### config.mk
export PLATFORM = sky130hd
export DESIGN_NAME = fbg_packet_record_parser
export DESIGN_NICKNAME = d
export VERILOG_FILES = /design/src/rtl/core/fbg_pkg.sv /design/src/rtl/core/fbg_in_stage.sv /design/src/rtl/core/fbg_parser.sv /design/src/rtl/core/fbg_out_stage.sv /design/src/rtl/core/fbg_packet_record_parser.sv
export SDC_FILE = /design/constraint.sdc
export NUM_CORES = 1
export LEC_CHECK = 0
export ABC_CLOCK_PERIOD_IN_PS = 5000
export BUFFER_PORTS_ARGS = -buffer_cell sky130_fd_sc_hd__buf_2
export CAP_MARGIN = 30
export CORE_MARGIN = 2
export CORE_UTILIZATION = 35
export CTS_CLUSTER_SIZE = 28
export DETAILED_ROUTE_END_ITERATION = 10
export PLACE_DENSITY = 0.62
export SYNTH_ARGS = -nofsm -noshare
export SYNTH_HDL_FRONTEND = slang
export SYNTH_HIERARCHICAL = 1
export SYNTH_SLANG_ARGS = --single-unit
### constraint.sdc
create_clock -name i_clk -period 5 [get_ports i_clk]
set_input_delay 0.5 -clock i_clk [delete_from_list [all_inputs] [get_ports i_clk]]
set_output_delay 0.5 -clock i_clk [all_outputs]
set_load 0.02 [all_outputs]
### src/rtl/core/fbg_pkg.sv
// Package: request types, parse phases and constants of the FBG packet record parser.
`timescale 1ns / 1ps
`default_nettype none
package fbg_pkg;

    localparam int unsigned BYTE_W   = 8;
    localparam int unsigned WL_W     = 21;
    localparam int unsigned WAVE_W   = 16;
    localparam int unsigned PHYS_W   = 32;
    localparam int unsigned CNT_W    = 8;
    localparam int unsigned BIDX_W   = 3;

    localparam logic [BYTE_W-1:0] HDR_F = 8'h46;
    localparam logic [BYTE_W-1:0] HDR_B = 8'h42;
    localparam logic [BYTE_W-1:0] HDR_G = 8'h47;
    localparam logic [BYTE_W-1:0] HDR_V = 8'h56;
    localparam logic [BYTE_W-1:0] HDR_W = 8'h57;

    localparam logic [WL_W-1:0] WL_OFFSET_RESET = 21'd1520000;
    localparam logic [WL_W-1:0] WL_MAX          = {WL_W{1'b1}};

    typedef enum logic [2:0] {
        PH_HEADER  = 3'd0,
        PH_CHCOUNT = 3'd1,
        PH_SNCOUNT = 3'd2,
        PH_WAVE    = 3'd3,
        PH_PHYS    = 3'd4,
        PH_IGNORE  = 3'd5
    } t_phase;

    typedef struct packed {
        logic [BYTE_W-1:0] byte_value;
        logic              last_byte;
    } t_in_req;

    typedef struct packed {
        logic [CNT_W-1:0]  channel_number;
        logic [CNT_W-1:0]  sensor_number;
        logic              has_physical;
        logic [WL_W-1:0]   wavelength_pm;
        logic [PHYS_W-1:0] physical_bits;
    } t_out_req;

endpackage
`default_nettype wire

### src/rtl/core/fbg_in_stage.sv
// Input register stage: holds one byte request until the parser takes it.
`timescale 1ns / 1ps
`default_nettype none
module fbg_in_stage
    import fbg_pkg::*;
(
    input  wire logic    i_clk,
    input  wire logic    i_rst_n,
    input  wire logic    i_valid,
    input  wire t_in_req i_req,
    output logic         o_stall,
    input  wire logic    i_take,
    output logic         o_valid,
    output t_in_req      o_req
);

    logic    r_valid;
    logic    n_valid;
    t_in_req r_req;
    logic    accept;

    assign o_stall = r_valid && !i_take;
    assign accept  = i_valid && !o_stall;

    always_comb begin
        n_valid = r_valid;
        if (accept) begin
            n_valid = 1'b1;
        end else if (i_take) begin
            n_valid = 1'b0;
        end
    end

    always_ff @(posedge i_clk) begin
        if (!i_rst_n) begin
            r_valid <= 1'b0;
        end else begin
            r_valid <= n_valid;
        end
    end

    always_ff @(posedge i_clk) begin
        if (accept) begin
            r_req <= i_req;
        end
    end

    assign o_valid = r_valid;
    assign o_req   = r_req;

endmodule
`default_nettype wire

### src/rtl/core/fbg_parser.sv
// Parser: header check, counters and record assembly, one byte per cycle while the result register is not busy.
`timescale 1ns / 1ps
`default_nettype none
module fbg_parser
    import fbg_pkg::*;
(
    input  wire logic             i_clk,
    input  wire logic             i_rst_n,
    input  wire logic             i_valid,
    input  wire t_in_req          i_req,
    input  wire logic             i_out_busy,
    input  wire logic [WL_W-1:0]  i_wl_offset,
    output logic                  o_take,
    output logic                  o_res_valid,
    output t_out_req              o_res
);

    t_phase              r_phase, n_phase;
    logic [BIDX_W-1:0]   r_bidx, n_bidx;
    logic                r_present, n_present;
    logic [CNT_W-1:0]    r_ch_total, n_ch_total;
    logic [CNT_W-1:0]    r_ch_idx, n_ch_idx;
    logic [CNT_W-1:0]    r_sn_total, n_sn_total;
    logic [CNT_W-1:0]    r_sn_idx, n_sn_idx;
    logic [WAVE_W-1:0]   r_wave, n_wave;
    logic [PHYS_W-1:0]   r_phys, n_phys;

    logic [BYTE_W-1:0]   b;
    logic [CNT_W-1:0]    ch_next;
    logic [CNT_W-1:0]    sn_next;
    logic                finish;
    logic [WAVE_W-1:0]   rec_wave;
    logic [PHYS_W-1:0]   rec_phys;
    logic [WL_W:0]       wl_sum;

    assign o_take  = i_valid && !i_out_busy;
    assign b       = i_req.byte_value;
    assign ch_next = r_ch_idx + 1'b1;
    assign sn_next = r_sn_idx + 1'b1;

    always_comb begin
        n_phase    = r_phase;
        n_bidx     = r_bidx;
        n_present  = r_present;
        n_ch_total = r_ch_total;
        n_ch_idx   = r_ch_idx;
        n_sn_total = r_sn_total;
        n_sn_idx   = r_sn_idx;
        n_wave     = r_wave;
        n_phys     = r_phys;
        finish     = 1'b0;

        unique case (r_phase)
            PH_HEADER: begin
                priority if (r_bidx == 3'd0 && b == HDR_F) begin
                    n_bidx = 3'd1;
                end else if (r_bidx == 3'd1 && b == HDR_B) begin
                    n_bidx = 3'd2;
                end else if (r_bidx == 3'd2 && b == HDR_G) begin
                    n_bidx = 3'd3;
                end else if (r_bidx == 3'd3 && (b == HDR_V || b == HDR_W)) begin
                    n_present = (b == HDR_V);
                    n_bidx    = 3'd0;
                    n_phase   = PH_CHCOUNT;
                end else begin
                    n_phase = PH_IGNORE;
                end
            end
            PH_CHCOUNT: begin
                n_ch_total = b;
                n_ch_idx   = '0;
                n_phase    = (b == '0) ? PH_IGNORE : PH_SNCOUNT;
            end
            PH_SNCOUNT: begin
                n_sn_total = b;
                n_sn_idx   = '0;
                n_bidx     = 3'd0;
                if (b == '0) begin
                    n_ch_idx = ch_next;
                    n_phase  = (ch_next >= r_ch_total) ? PH_IGNORE : PH_SNCOUNT;
                end else begin
                    n_phase = PH_WAVE;
                end
            end
            PH_WAVE: begin
                if (r_bidx == 3'd0) begin
                    n_wave = {8'd0, b};
                    n_bidx = 3'd1;
                end else begin
                    n_wave = {b, r_wave[7:0]};
                    n_bidx = 3'd0;
                    n_phys = '0;
                    if (r_present) begin
                        n_phase = PH_PHYS;
                    end else begin
                        finish = 1'b1;
                    end
                end
            end
            PH_PHYS: begin
                unique case (r_bidx[1:0])
                    2'd0: n_phys = {r_phys[31:8], b};
                    2'd1: n_phys = {r_phys[31:16], b, r_phys[7:0]};
                    2'd2: n_phys = {r_phys[31:24], b, r_phys[15:0]};
                    2'd3: n_phys = {b, r_phys[23:0]};
                    default: n_phys = r_phys;
                endcase
                if (r_bidx >= 3'd3) begin
                    finish = 1'b1;
                end else begin
                    n_bidx = r_bidx + 1'b1;
                end
            end
            default: begin
            end
        endcase

        // advance counters past a completed record
        if (finish) begin
            n_sn_idx = sn_next;
            n_bidx   = 3'd0;
            if (sn_next >= r_sn_total) begin
                n_ch_idx = ch_next;
                n_sn_idx = '0;
                n_phase  = (ch_next >= r_ch_total) ? PH_IGNORE : PH_SNCOUNT;
            end else begin
                n_phase = PH_WAVE;
            end
        end

        // hold the record fields before the end of packet clears them
        rec_wave = n_wave;
        rec_phys = n_phys;

        if (i_req.last_byte) begin
            n_phase    = PH_HEADER;
            n_bidx     = '0;
            n_present  = 1'b0;
            n_ch_total = '0;
            n_ch_idx   = '0;
            n_sn_total = '0;
            n_sn_idx   = '0;
            n_wave     = '0;
            n_phys     = '0;
        end
    end

    assign wl_sum = {{(WL_W + 1 - WAVE_W){1'b0}}, rec_wave} + {1'b0, i_wl_offset};

    always_comb begin
        o_res_valid          = o_take && finish;
        o_res.channel_number = ch_next;
        o_res.sensor_number  = sn_next;
        o_res.has_physical   = r_present;
        o_res.wavelength_pm  = wl_sum[WL_W] ? WL_MAX : wl_sum[WL_W-1:0];
        o_res.physical_bits  = r_present ? rec_phys : '0;
    end

    always_ff @(posedge i_clk) begin
        if (!i_rst_n) begin
            r_phase    <= PH_HEADER;
            r_bidx     <= '0;
            r_present  <= 1'b0;
            r_ch_total <= '0;
            r_ch_idx   <= '0;
            r_sn_total <= '0;
            r_sn_idx   <= '0;
            r_wave     <= '0;
            r_phys     <= '0;
        end else if (o_take) begin
            r_phase    <= n_phase;
            r_bidx     <= n_bidx;
            r_present  <= n_present;
            r_ch_total <= n_ch_total;
            r_ch_idx   <= n_ch_idx;
            r_sn_total <= n_sn_total;
            r_sn_idx   <= n_sn_idx;
            r_wave     <= n_wave;
            r_phys     <= n_phys;
        end
    end

endmodule
`default_nettype wire

### src/rtl/core/fbg_out_stage.sv
// Result register stage: holds one record request until the receiver takes it.
`timescale 1ns / 1ps
`default_nettype none
module fbg_out_stage
    import fbg_pkg::*;
(
    input  wire logic     i_clk,
    input  wire logic     i_rst_n,
    input  wire logic     i_load,
    input  wire t_out_req i_res,
    input  wire logic     i_stall,
    output logic          o_busy,
    output logic          o_valid,
    output t_out_req      o_req
);

    logic     r_valid;
    logic     n_valid;
    t_out_req r_req;

    assign o_busy = r_valid && i_stall;

    always_comb begin
        n_valid = r_valid;
        if (i_load) begin
            n_valid = 1'b1;
        end else if (!i_stall) begin
            n_valid = 1'b0;
        end
    end

    always_ff @(posedge i_clk) begin
        if (!i_rst_n) begin
            r_valid <= 1'b0;
        end else begin
            r_valid <= n_valid;
        end
    end

    always_ff @(posedge i_clk) begin
        if (i_load) begin
            r_req <= i_res;
        end
    end

    assign o_valid = r_valid;
    assign o_req   = r_req;

endmodule
`default_nettype wire

### src/rtl/core/fbg_packet_record_parser.sv
// Top level of the FBG packet record parser.
//
// Input channel: i_valid / o_stall with i_req, one datagram byte per request,
// last_byte set on the final byte. Output channel: o_valid / i_stall with
// o_req, one request per completed sensor record (channel, sensor, wavelength
// in pm, raw physical value bits).
// Configuration: i_cfg_we writes i_cfg_data into the wavelength offset.
// Path: a byte is captured in the input register and parsed combinationally
// from there; a record it completes is captured in the result register,
// which drives o_valid and o_req.
// Throughput: one byte per cycle unless a receiver stall holds the result
// register; the parse step between the two registers is combinational.
// Reset: synchronous, active low; the parser returns to the header phase,
// both registers empty, offset back to 1520000 pm.
// Receiver stall: the result register holds; the parser holds its byte and
// o_stall rises once the input register is full.
`timescale 1ns / 1ps
`default_nettype none
module fbg_packet_record_parser
    import fbg_pkg::*;
(
    input  wire logic            i_clk,
    input  wire logic            i_rst_n,
    input  wire logic            i_valid,
    input  wire t_in_req         i_req,
    output logic                 o_stall,
    output logic                 o_valid,
    output t_out_req             o_req,
    input  wire logic            i_stall,
    input  wire logic            i_cfg_we,
    input  wire logic [WL_W-1:0] i_cfg_data
);

    logic [WL_W-1:0] r_wl_offset;
    logic            in_valid;
    t_in_req         in_req;
    logic            take;
    logic            out_busy;
    logic            res_valid;
    t_out_req        res;

    always_ff @(posedge i_clk) begin
        if (!i_rst_n) begin
            r_wl_offset <= WL_OFFSET_RESET;
        end else if (i_cfg_we) begin
            r_wl_offset <= i_cfg_data;
        end
    end

    fbg_in_stage u_in_stage (
        .i_clk   (i_clk),
        .i_rst_n (i_rst_n),
        .i_valid (i_valid),
        .i_req   (i_req),
        .o_stall (o_stall),
        .i_take  (take),
        .o_valid (in_valid),
        .o_req   (in_req)
    );

    fbg_parser u_parser (
        .i_clk       (i_clk),
        .i_rst_n     (i_rst_n),
        .i_valid     (in_valid),
        .i_req       (in_req),
        .i_out_busy  (out_busy),
        .i_wl_offset (r_wl_offset),
        .o_take      (take),
        .o_res_valid (res_valid),
        .o_res       (res)
    );

    fbg_out_stage u_out_stage (
        .i_clk   (i_clk),
        .i_rst_n (i_rst_n),
        .i_load  (res_valid),
        .i_res   (res),
        .i_stall (i_stall),
        .o_busy  (out_busy),
        .o_valid (o_valid),
        .o_req   (o_req)
    );

endmodule
`default_nettype wire
==> results of run 1 <==
==> registers in the layout (all words and copies together) (netlist names) <==
signal and cells:
u_out_stage/o_valid 1, u_in_stage/o_valid 1, u_parser/r_present 1, u_parser/r_sn_total 8, u_parser/r_bidx 3, u_parser/r_wave 16
u_parser/r_phase 3, u_in_stage/o_req 9, u_parser/r_sn_idx 8, r_wl_offset 21, u_parser/r_ch_idx 8, u_parser/r_ch_total 8
u_parser/r_phys 32, u_out_stage/o_req 70
==> layout make-up <==
class | instances | area, um2
Tap cell | 335 | 419
Clock buffer | 17 | 425
Timing Repair Buffer | 118 | 621
Inverter | 25 | 95.1
Clock inverter | 15 | 196
Multi-Input combinational cell | 671 | 4360
Fill cell | 2580 | 15400
Sequential cell | 189 | 4570
==> cells in the final DEF, fill, tap and decap left out, types with 7 or more instances in the layout <==
| cell | synthesis | final |
|---|---|---|
| mux2_2 | 11 | 11 |
| dfxtp_1 | 110 | 110 |
| a21oi_1 | 51 | 51 |
| buf_4 | 3 | 12 |
| a21o_1 | 16 | 16 |
| a31oi_1 | 8 | 8 |
| mux2i_1 | 23 | 23 |
| a22oi_1 | 83 | 83 |
| xnor2_1 | 12 | 12 |
| a211oi_1 | 8 | 8 |
| and3_1 | 16 | 16 |
| nand3_1 | 21 | 21 |
| nor3_1 | 9 | 9 |
| clkbuf_16 | 0 | 17 |
| nor3b_1 | 10 | 10 |
| buf_2 | 2 | 106 |
| nand2_1 | 78 | 78 |
| and2_1 | 7 | 7 |
| o21ai_0 | 36 | 36 |
| nor2_1 | 100 | 99 |
| xor2_1 | 14 | 14 |
| inv_1 | 25 | 24 |
| ha_1 | 40 | 40 |
| nand2b_1 | 8 | 8 |
| nand4_1 | 11 | 11 |
| nor2b_1 | 53 | 53 |
| edfxtp_1 | 79 | 79 |
==> per-stage QoR <==
| step | setup WS [ns] | instances |
|---|---|---|
| floorplan | 1.12 | 948 |
| global placement | 1.02 | 1338 |
| detailed placement | 0.957 | 1338 |
| CTS | 0.923 | 1370 |
| global route | 0.541 | 1370 |
| finish | 0.899 | 1370 |
==> per-layer routing <==
| layer | vias to the layer above | global-route usage [%] |
|---|---|---|
| li1 | 3569 | - |
| met1 | 3513 | 21.9 |
| met2 | 203 | 25.9 |
| met3 | 33 | 3.76 |
| met4 | 0 | 5.60 |
| met5 | - | 0 |
==> cell usage after synthesis (10+ instances only) <==
cell      number
nand2_1       78
o21ai_0       36
xor2_1        14
nand4_1       11
a21oi_1       51
edfxtp_1      79
dfxtp_1      110
nor2_1       100
nor3b_1       10
clkbuf_1      53
mux2i_1       23
a22oi_1       83
and3_1        16
a21o_1        16
inv_1         25
ha_1          40
xnor2_1       12
nand3_1       21
mux2_2        11
nor2b_1       53
==> worst paths after layout <==
path | from | end | slack, ns
worst max-delay path | u_parser/r_bidx[1] | u_out_stage/o_req[50] | 0.90
worst min-delay path | i_req[0] | u_in_stage/o_req[0] | 0.23
worst max register to register | u_parser/r_bidx[1] | u_out_stage/o_req[50] | 0.90
worst min register to register | u_parser/r_sn_total[5] | u_parser/r_sn_total[5] | 0.46
==> cell families after synthesis <==
family,after synthesis
AOI/OAI and AO/OA,240
xor gates and xnor gates,26
adders and majority gates,42
buffers and inverters,88
DFF,189
muxes,34
and+or+nand+nor,329
==> power groups by stage <==
stage / clock (mW) / combinational (mW) / sequential (mW)
after CTS: 1.44 / 0.216 / 1.66
final: 1.40 / 0.218 / 1.66
after global placement: 0 / 0.212 / 1.70
after global routing: 1.50 / 0.241 / 1.67
after floorplan: 0 / 0.177 / 1.67
after detailed placement: 0 / 0.215 / 1.70
==> worst reg2reg max path: cells and delay by family (launching register included) <==
kind | cells | cell delay (ns)
flops | 1 | 0.36
xor+xnor | 1 | 0.14
fa+ha+maj | 3 | 0.84
buf+inv | 2 | 0.31
compound gates | 4 | 1.28
simple gates | 4 | 0.56
mux | 1 | 0.36
==> results.cfg, run 1 <==
[status]
status = finished, violations left
violations = design-rule violations

[die]
core_um2 = 26100
row_count = 59
ios = 107
design.die.area_um2 = 28000
initial_utilization_pct = 35.7
chipHeight_um = 167
die_w_um = 167

[synth]
synth-async-reset-ratio_pct = 0
synth_area_leader_cell = edfxtp_1
synth_top_family_by_area = compound AO/OA/AOI/OAI gates
synthXorXnorAreaFrac_pct = 2.44
synth_edf_count = 79
synth_compound_area_share_pct = 17.4
synthMuxAreaShare_pct = 3.80
synth-simple-area-share_pct = 17.3
syn-mean-instance-area_um2 = 9.84
synth.top_cell.area_share_pct = 25.4
ys_ff_latch = 189
synth.area.top_cells = edfxtp_1 (25%), dfxtp_1 (24%), a22oi_1 (6.7%)
synth_cell_types = 65
yosys.area_share.adder_pct = 5.69
synth_area_um2 = 9330
synth_ff_type = dfxtp_1
syn-num-nets = 1024
ys_seq_area_share_pct = 49.0
syn_inst = 948
ys_warn_count = 6

[power_and_ir_drop]
swShare_pct = 26.2
power_density_nw_per_um2 = 307
comb_power_share_pct = 6.7
p_seq_share_pct = 50.7
power.share.clock_pct = 42.7
total_power_mw = 3.29
p_switching_uw = 862
peakVddDrop_mv = 0.169
p_int_mw = 2.42
power_leakage_nw = 4.01

[critical_path]
crit_path_end_kind = flip-flop
crit_type = reg -> reg
path_buf_inv = 2
cp_max_fo = 10
crit_required_ns = 5.20
critical-path-top-delay-family = compound AO/OA/AOI/OAI gates
max_stage_delay_ns = 0.51
reg2reg_depth = 15
crit_chain = inv_1 -> ha_1 -> nand2b_1 -> nor2_1 -> buf_4 -> mux2_2 -> ha_1 -> fa_1 -> a21o_1 -> a2111oi_2 -> a211oi_1 -> a21oi_1 -> nor2_1 -> xnor2_1 -> nand2_1
cp-start-kind = flip-flop
arrival_ns = 4.30
cpMaxStageDelayCell = a2111oi_2
crit_cells = 15

[sta]
max_slew_margin_pct = 40.6
rsz0062_at_grt = no
whs_ns = 0.226
fmaxAchievable_mhz = 244
setup_viol = 0
tns_ns = 0
fin_crit_sh_pct = 82.0
drv_slew = 0
post-route-min-period_ns = 4.10
worst_pin_slew_ns = 0.890
skew_ns = 0.0123
hold_viol_final = 0

[flow_run]
drv_cap = 0

[hold_path]
hold_path.class = in -> reg
min_path_cells = 1

[global_route]
antenna_found_initial = 0
gr-total-overflow = 0
grt_max_degree = 53
grt_pass1_vias = 6890
grt_util_all_layers_pct = 16.3
grt_pass1_wl_um = 36300

[clock_tree]
htreeDepth = 4
clock_latency_ns = 0.44
cts_sinks = 189
holdBufCountCts = 0
cts_buffers = 17
root_buffer = clkbuf_16
postCtsSetupRepairBufs = 0
clkTransAtPathRegs_ns = 0.08
cts_tree = done
cts.path.max_buffers = 2
cts_resized = 0

[detailed_routing]
vias = 7318
drt_iter0_markers = 727
wl_met3_um = 1390
wl_met1_um = 10500
ant_nets = 0
post-route-drc-count = 3
drt_first_pass_iters = 9
wl_um = 23000
via_per_inst = 5.34
wl_met2_um = 10600
wl_per_cell_um = 16.8
maxUsedRoutingLayer = met4

[placement]
dp_hpwl_um = 15300
globalplace.congestion = 0.881
port_buffers = 106
dpl-instance-area_um2 = 10100

[finish]
final_cell_area_um2 = 10700
fin_util_pct = 40.9
area_growth_pct = 14.6
drive_gt1_share_pct = 17.4
nets = 1098
diodes = 0
(Power assumes the default switching activity.)
==> run 2: changes to the inputs <==
--- a/config.mk
+++ b/config.mk
@@ -5,14 +5,15 @@
 export SDC_FILE = /design/constraint.sdc
 export NUM_CORES = 1
 export LEC_CHECK = 0
-export ABC_CLOCK_PERIOD_IN_PS = 5000
+export ABC_AREA = 1
+export ABC_CLOCK_PERIOD_IN_PS = 4250
 export BUFFER_PORTS_ARGS = -buffer_cell sky130_fd_sc_hd__buf_2
 export CAP_MARGIN = 30
 export CORE_MARGIN = 2
 export CORE_UTILIZATION = 35
 export CTS_CLUSTER_SIZE = 28
 export DETAILED_ROUTE_END_ITERATION = 10
-export PLACE_DENSITY = 0.62
+export PLACE_DENSITY = 0.6
 export SYNTH_ARGS = -nofsm -noshare
 export SYNTH_HDL_FRONTEND = slang
 export SYNTH_HIERARCHICAL = 1
==> constraint.sdc (replaced) <==
create_clock -name i_clk -period 4.25 [get_ports i_clk]
set_input_delay 0.425 -clock i_clk [delete_from_list [all_inputs] [get_ports i_clk]]
set_output_delay 0.425 -clock i_clk [all_outputs]
set_load 0.02 [all_outputs]
==> run 2 against run 1 <==
  * The run now ends clean
  * Design area increased by 4.9%
  * Utilization down 0.32 points
  * Clock-buffer cell count rose by 3
  * Worst hold slack got worse by 0.071 ns
  * Die area rose by 4.4%
  * Setup slack lost 0.14 ns
  * Sequential cell count unchanged
  * Critical path depth is 1 higher
  * Sequential share of layout area decreased by 2.0 points
  * Critical endpoint is now u_out_stage/o_req[51]
  * Highest routed layer unchanged
==> results.cfg, run 2 <==
[die]
chipHeight_um = 171
initial_utilization_pct = 35.3
design.die.area_um2 = 29200
core_um2 = 27600
die_w_um = 171
row_count = 61
ios = 107

[detailed_routing]
drt_iter0_markers = 609
vias = 8308
ant_nets = 0
drt_first_pass_iters = 5
via_per_inst = 4.81
wl_per_cell_um = 14.3
post-route-drc-count = 0
wl_um = 24700

[finish]
area_growth_pct = 15.0
nets = 1414
largest_reg_flops = 70
diodes = 0
seqCellArea_um2 = 4570
multi_input_area_um2 = 4290
layout_common_cells = nand2_1 (324), inv_1 (163), a21oi_1 (117)
fillers = 2902
drive_gt1_share_pct = 13.7
final_common_cell = nand2_1

[synth]
synth.area.top_cells = edfxtp_1 (24%), dfxtp_1 (23%), nand2_1 (12%)
synth_cell_types = 45
syn_inst = 1251
ys_ff_latch = 189
yosys.area_share.adder_pct = 5.34
synth.top_cell.area_share_pct = 24.3
ys_warn_count = 6
synthTopCellsByCount = nand2_1 (324), inv_1 (164), a21oi_1 (117)
synth_top_family_by_area = simple AND/OR/NAND/NOR gates
synthXorXnorAreaFrac_pct = 1.53
syn-num-nets = 1327
synth.most_common_cell = nand2_1
synth-async-reset-ratio_pct = 0
synth_edf_count = 79
synth-simple-area-share_pct = 24.7
synth_area_leader_cell = edfxtp_1
synth_area_um2 = 9750
synth_ff_type = dfxtp_1
syn-mean-instance-area_um2 = 7.79
ys_seq_area_share_pct = 46.9
synthMuxAreaShare_pct = 0
synth_compound_area_share_pct = 12.4

[sta]
setup_slack_ns = 0.756
rsz0062_at_grt = no
worst_pin_slew_ns = 0.832
drv_slew = 0
post-route-min-period_ns = 3.49
hold_viol_final = 0
fin_crit_sh_pct = 82.2
tns_ns = 0
setup_viol = 0
skew_ns = 0.0120
max_slew_margin_pct = 44.6
fmaxAchievable_mhz = 286

[critical_path]
crit_chain = inv_1 -> ha_1 -> nand2_1 -> inv_2 -> nand2_4 -> o21ai_0 -> ha_1 -> nand3_1 -> nand2_1 -> a21boi_1 -> o21ai_1 -> nand2_1 -> nand2_1 -> nand3b_1 -> buf_4 -> nand3_1
crit_type = reg -> reg
cpMaxStageDelayCell = o21ai_0
max_stage_delay_ns = 0.43
critical-path-top-delay-family = simple AND/OR/NAND/NOR gates
crit_path_end_kind = flip-flop
ff2ff_setup_slack_ns = 0.76
crit_required_ns = 4.43
cp-start-kind = flip-flop
crit_path_frequent_cell = nand2_1
arrival_ns = 3.67
path_buf_inv = 3
cp_max_fo = 19

[power_and_ir_drop]
power_density_nw_per_um2 = 353
power.share.clock_pct = 41.9
peakVddDrop_mv = 0.233
p_int_mw = 2.95
total_power_mw = 3.96
comb_power_share_pct = 8.8
p_seq_share_pct = 49.3
swShare_pct = 25.4
p_switching_mw = 1.01
power_leakage_nw = 4.51

[clock_tree]
cts_resized = 0
clock_latency_ns = 0.44
cts_sinks = 189
clkTransAtPathRegs_ns = 0.08
cts_tree = done
cts.path.max_buffers = 2
postCtsSetupRepairBufs = 0
cts_buffers = 17
htreeDepth = 4
holdBufCountCts = 0
root_buffer = clkbuf_16

[flow_run]
drv_cap = 0

[global_route]
grt_pass1_wl_um = 40200
antenna_found_initial = 0
gr-total-overflow = 0
grt_util_all_layers_pct = 17.5
grt_max_degree = 69
grt_pass1_vias = 7770

[placement]
pre_cts_ws_ns = 0.794
dp_hpwl_um = 17400
port_buffers = 106
globalplace.congestion = 0.892

[hold_path]
hold_path.class = in -> reg

[status]
status = completed
run 2: changes by cell type after synthesis, sizes merged, moves of 30 or more:
cell	change
a21oi	+69
a22oi	-83
clkbuf	-30
inv	+150
nand2	+257
nand3	+55
nor2b	-54
run 2: power by group through the flow:
stage | registers [mW] | logic (mW) | clock network (mW)
after global placement | 1.99 | 0.339 | 0
after detailed placement | 2.00 | 0.345 | 0
after floorplan | 1.99 | 0.249 | 0
final | 1.95 | 0.348 | 1.66
after global routing | 1.96 | 0.391 | 1.78
after CTS | 1.95 | 0.347 | 1.70
run 2: worst paths after layout:
path / from / to / depth (start not counted)
setup / recovery: u_parser/r_bidx[1] / u_out_stage/o_req[51] / 16
hold / removal: i_req[3] / u_in_stage/o_req[3] / 1
setup reg to reg: u_parser/r_bidx[1] / u_out_stage/o_req[51] / 16
hold reg to reg: u_parser/r_wave[14] / u_parser/r_wave[14] / 2
run 2: cell families after synthesis:
family | Yosys count
adder cells (fa/ha/maj) | 41
buffers and inverters | 222
AND/OR/NAND/NOR | 564
XOR/XNOR | 17
AO/OA/AOI/OAI | 218
flip-flops | 189
run 2: stage by stage:
step           std cells  area, um2  util (%)  hold slack [ns]
6_report            1729      11200      40.6            0.155
5_1_grt             1729      11200      40.6            0.141
3_3_place_gp        1696      10600      38.3            0.451
4_1_cts             1729      11200      40.6            0.140
2_1_floorplan       1251       9750         -            0.435
3_5_place_dp        1697      10600      38.4            0.456
run 2: cell type report:
cell class | count | share of cell area, %
tap | 378 | 4.22
clock inverter | 12 | 1.44
multi-input combinational | 840 | 38.2
timing repair buffer | 113 | 5.49
inverter | 177 | 5.92
sequential | 189 | 40.8
clock buffer | 20 | 3.89
run 2: layer usage:
metal	GRT usage [%]	up-vias	share of wire, %
met4	5.20	0	1.6
met3	3.10	24	5.6
li1	-	4237	-
met1	24.0	3819	48
met5	0	-	0
met2	28.4	228	45
==> run 3: changes to the inputs <==
--- a/config.mk
+++ b/config.mk
@@ -6,14 +6,14 @@
 export NUM_CORES = 1
 export LEC_CHECK = 0
 export ABC_AREA = 1
-export ABC_CLOCK_PERIOD_IN_PS = 4250
+export ABC_CLOCK_PERIOD_IN_PS = 3090
 export BUFFER_PORTS_ARGS = -buffer_cell sky130_fd_sc_hd__buf_2
 export CAP_MARGIN = 30
 export CORE_MARGIN = 2
 export CORE_UTILIZATION = 35
 export CTS_CLUSTER_SIZE = 28
 export DETAILED_ROUTE_END_ITERATION = 10
-export PLACE_DENSITY = 0.6
+export PLACE_DENSITY = 0.62
 export SYNTH_ARGS = -nofsm -noshare
 export SYNTH_HDL_FRONTEND = slang
 export SYNTH_HIERARCHICAL = 1
==> constraint.sdc (replaced) <==
create_clock -name i_clk -period 3.09 [get_ports i_clk]
set_input_delay 0.309 -clock i_clk [delete_from_list [all_inputs] [get_ports i_clk]]
set_output_delay 0.309 -clock i_clk [all_outputs]
set_load 0.02 [all_outputs]
==> run 3 against run 2 <==
  * Utilization grew 1.4 points
  * Sequential power up 38%
  * Design area is 3.3% higher
  * Critical path type unchanged
  * Largest cell class unchanged
  * Highest routed layer unchanged
==> results.cfg, run 3 (synthesis gave the netlist of run 2 again) <==
[status]
status = completed

[finish]
fillers = 2822
multi_input_area_um2 = 4440
layout_common_cells = nand2_1 (319), inv_1 (161), nor2_1 (114), a21oi_1 (114), dfxtp_1 (109)
drive_gt1_share_pct = 17.9
nets = 1448
area_growth_pct = 18.9
largest_reg_flops = 70
final_cell_area_um2 = 11600
final_common_cell = nand2_1
seqCellArea_um2 = 4580
diodes = 0

[critical_path]
crit_path_end_kind = flip-flop
max_stage_delay_ns = 0.33
arrival_ns = 3.09
cp_max_fo = 4
crit_path_frequent_cell = nand2_1
crit_chain = inv_2 -> ha_1 -> nand2_2 -> clkinv_4 -> buf_12 -> o31ai_2 -> ha_1 -> buf_4 -> a21o_1 -> nand3_1 -> nand2_1 -> a21oi_1 -> nand2_1 -> nand2_1 -> or2_2 -> nand3_1
cpMaxStageDelayCell = dfxtp_2
cp-start-kind = flip-flop
crit_required_ns = 3.28
crit_type = reg -> reg

[sta]
setup_slack_ns = 0.186
hold_viol_final = 0
max_slew_margin_pct = 40.5
fin_crit_sh_pct = 94.0
rsz0062_at_grt = yes
worst_pin_slew_ns = 0.889
setup_viol = 0
drv_slew = 0
fmaxAchievable_mhz = 344
skew_ns = 0.0194
post-route-min-period_ns = 2.90

[power_and_ir_drop]
power_leakage_nw = 4.68
power_density_nw_per_um2 = 463
peakVddDrop_mv = 0.346

[clock_tree]
clkTransAtPathRegs_ns = 0.08
root_buffer = clkbuf_16
cts_sinks = 189
cts_tree = done
clock_latency_ns = 0.44
cts_buffers = 17
htreeDepth = 4
cts.path.max_buffers = 2

[die]
ios = 107
row_count = 61
initial_utilization_pct = 35.3
design.die.area_um2 = 29200
core_um2 = 27600
chipHeight_um = 171
die_w_um = 171

[global_route]
grt_util_all_layers_pct = 17.0
grt_pass1_wl_um = 39200
grt_max_degree = 63
gr-total-overflow = 0
grt_pass1_vias = 7651
antenna_found_initial = 0

[placement]
dp_hpwl_um = 17400
port_buffers = 106
pre_cts_ws_ns = -0.0136
globalplace.congestion = 0.927
dpl-instance-area_um2 = 10700

[detailed_routing]
wl_met2_um = 11100
drt_iter0_markers = 558
wl_met1_um = 12100
wl_met3_um = 1370
maxUsedRoutingLayer = met4
ant_nets = 0
drt_first_pass_iters = 5
via_per_inst = 4.78
post-route-drc-count = 0
wl_um = 24900
vias = 8426
wl_per_cell_um = 14.1

[hold_path]
hold_path.class = in -> reg

[flow_run]
drv_cap = 0
## run 3: changes by cell type in the layout (fill, tap and decap cells not counted), sizes merged
cell,before,now
buf,113,146
bufinv,3,0
clkbuf,20,18
clkinv,3,7
clkinvlp,4,2
inv,179,183
## run 3: report_power, final
part | switching, mW | internal, mW
sequential | 0.0457 | 2.64
clock | 1.04 | 1.11
combinational | 0.364 | 0.171
## run 3: path summary, 6_finish.rpt
path,depth (start not counted),from,slack [ns],end
max,16,u_parser/r_bidx[0],0.19,u_out_stage/o_req[52]
min,1,i_req[6],0.04,u_in_stage/o_req[6]
max reg2reg,16,u_parser/r_bidx[0],0.19,u_out_stage/o_req[52]
min reg2reg,2,u_parser/r_sn_total[4],0.46,u_parser/r_sn_total[4]
## run 3: worst max-delay path: cells and delay by family, from the launching register on
family	cells	cell delay (ns)
compound gates	3	0.67
fa+ha+maj	2	0.51
buf+inv	4	0.49
flops	1	0.33
simple gates	7	0.65
## run 3: per-stage QoR
step,util (%),cells,total power [mW],hold slack [ns],TNS (ns)
2_1_floorplan,-,1251,3.07,0.408,0
3_3_place_gp,38.8,1714,3.22,0.452,0
3_5_place_dp,38.8,1714,3.22,0.456,-0.0196
4_1_cts,40.8,1746,5.37,0.0284,0
5_1_grt,41.9,1763,5.59,0.0314,-0.00521
6_report,41.9,1763,5.37,0.0385,0
## run 3: timing repair
| action | in CTS | in global routing |
|---|---|---|
| gates cloned | 0 | 2 |
| hold buffers | 0 | 0 |
| buffers inserted | 0 | 15 |
| pin swaps | 0 | 11 |
| setup endpoints to repair | 2 | 23 |
| gates resized for setup | 1 | 45 |
## run 3: final cells by class
class	count	area share (%)
multi-input cells	840	38.3
inverters	177	5.78
flip-flops and latches	189	39.5
clock inverters	14	1.04
repair buffers	146	7.41
clock buffers	18	3.89
well taps	378	4.08
repair inverters	1	0.0432
## run 3: routing by layer
| metal | vias up | track usage (%) |
|---|---|---|
| met5 | - | 0 |
| met4 | 0 | 4.83 |
| met3 | 18 | 2.61 |
| met2 | 241 | 27.0 |
| met1 | 3847 | 24.1 |
| li1 | 4320 | - |
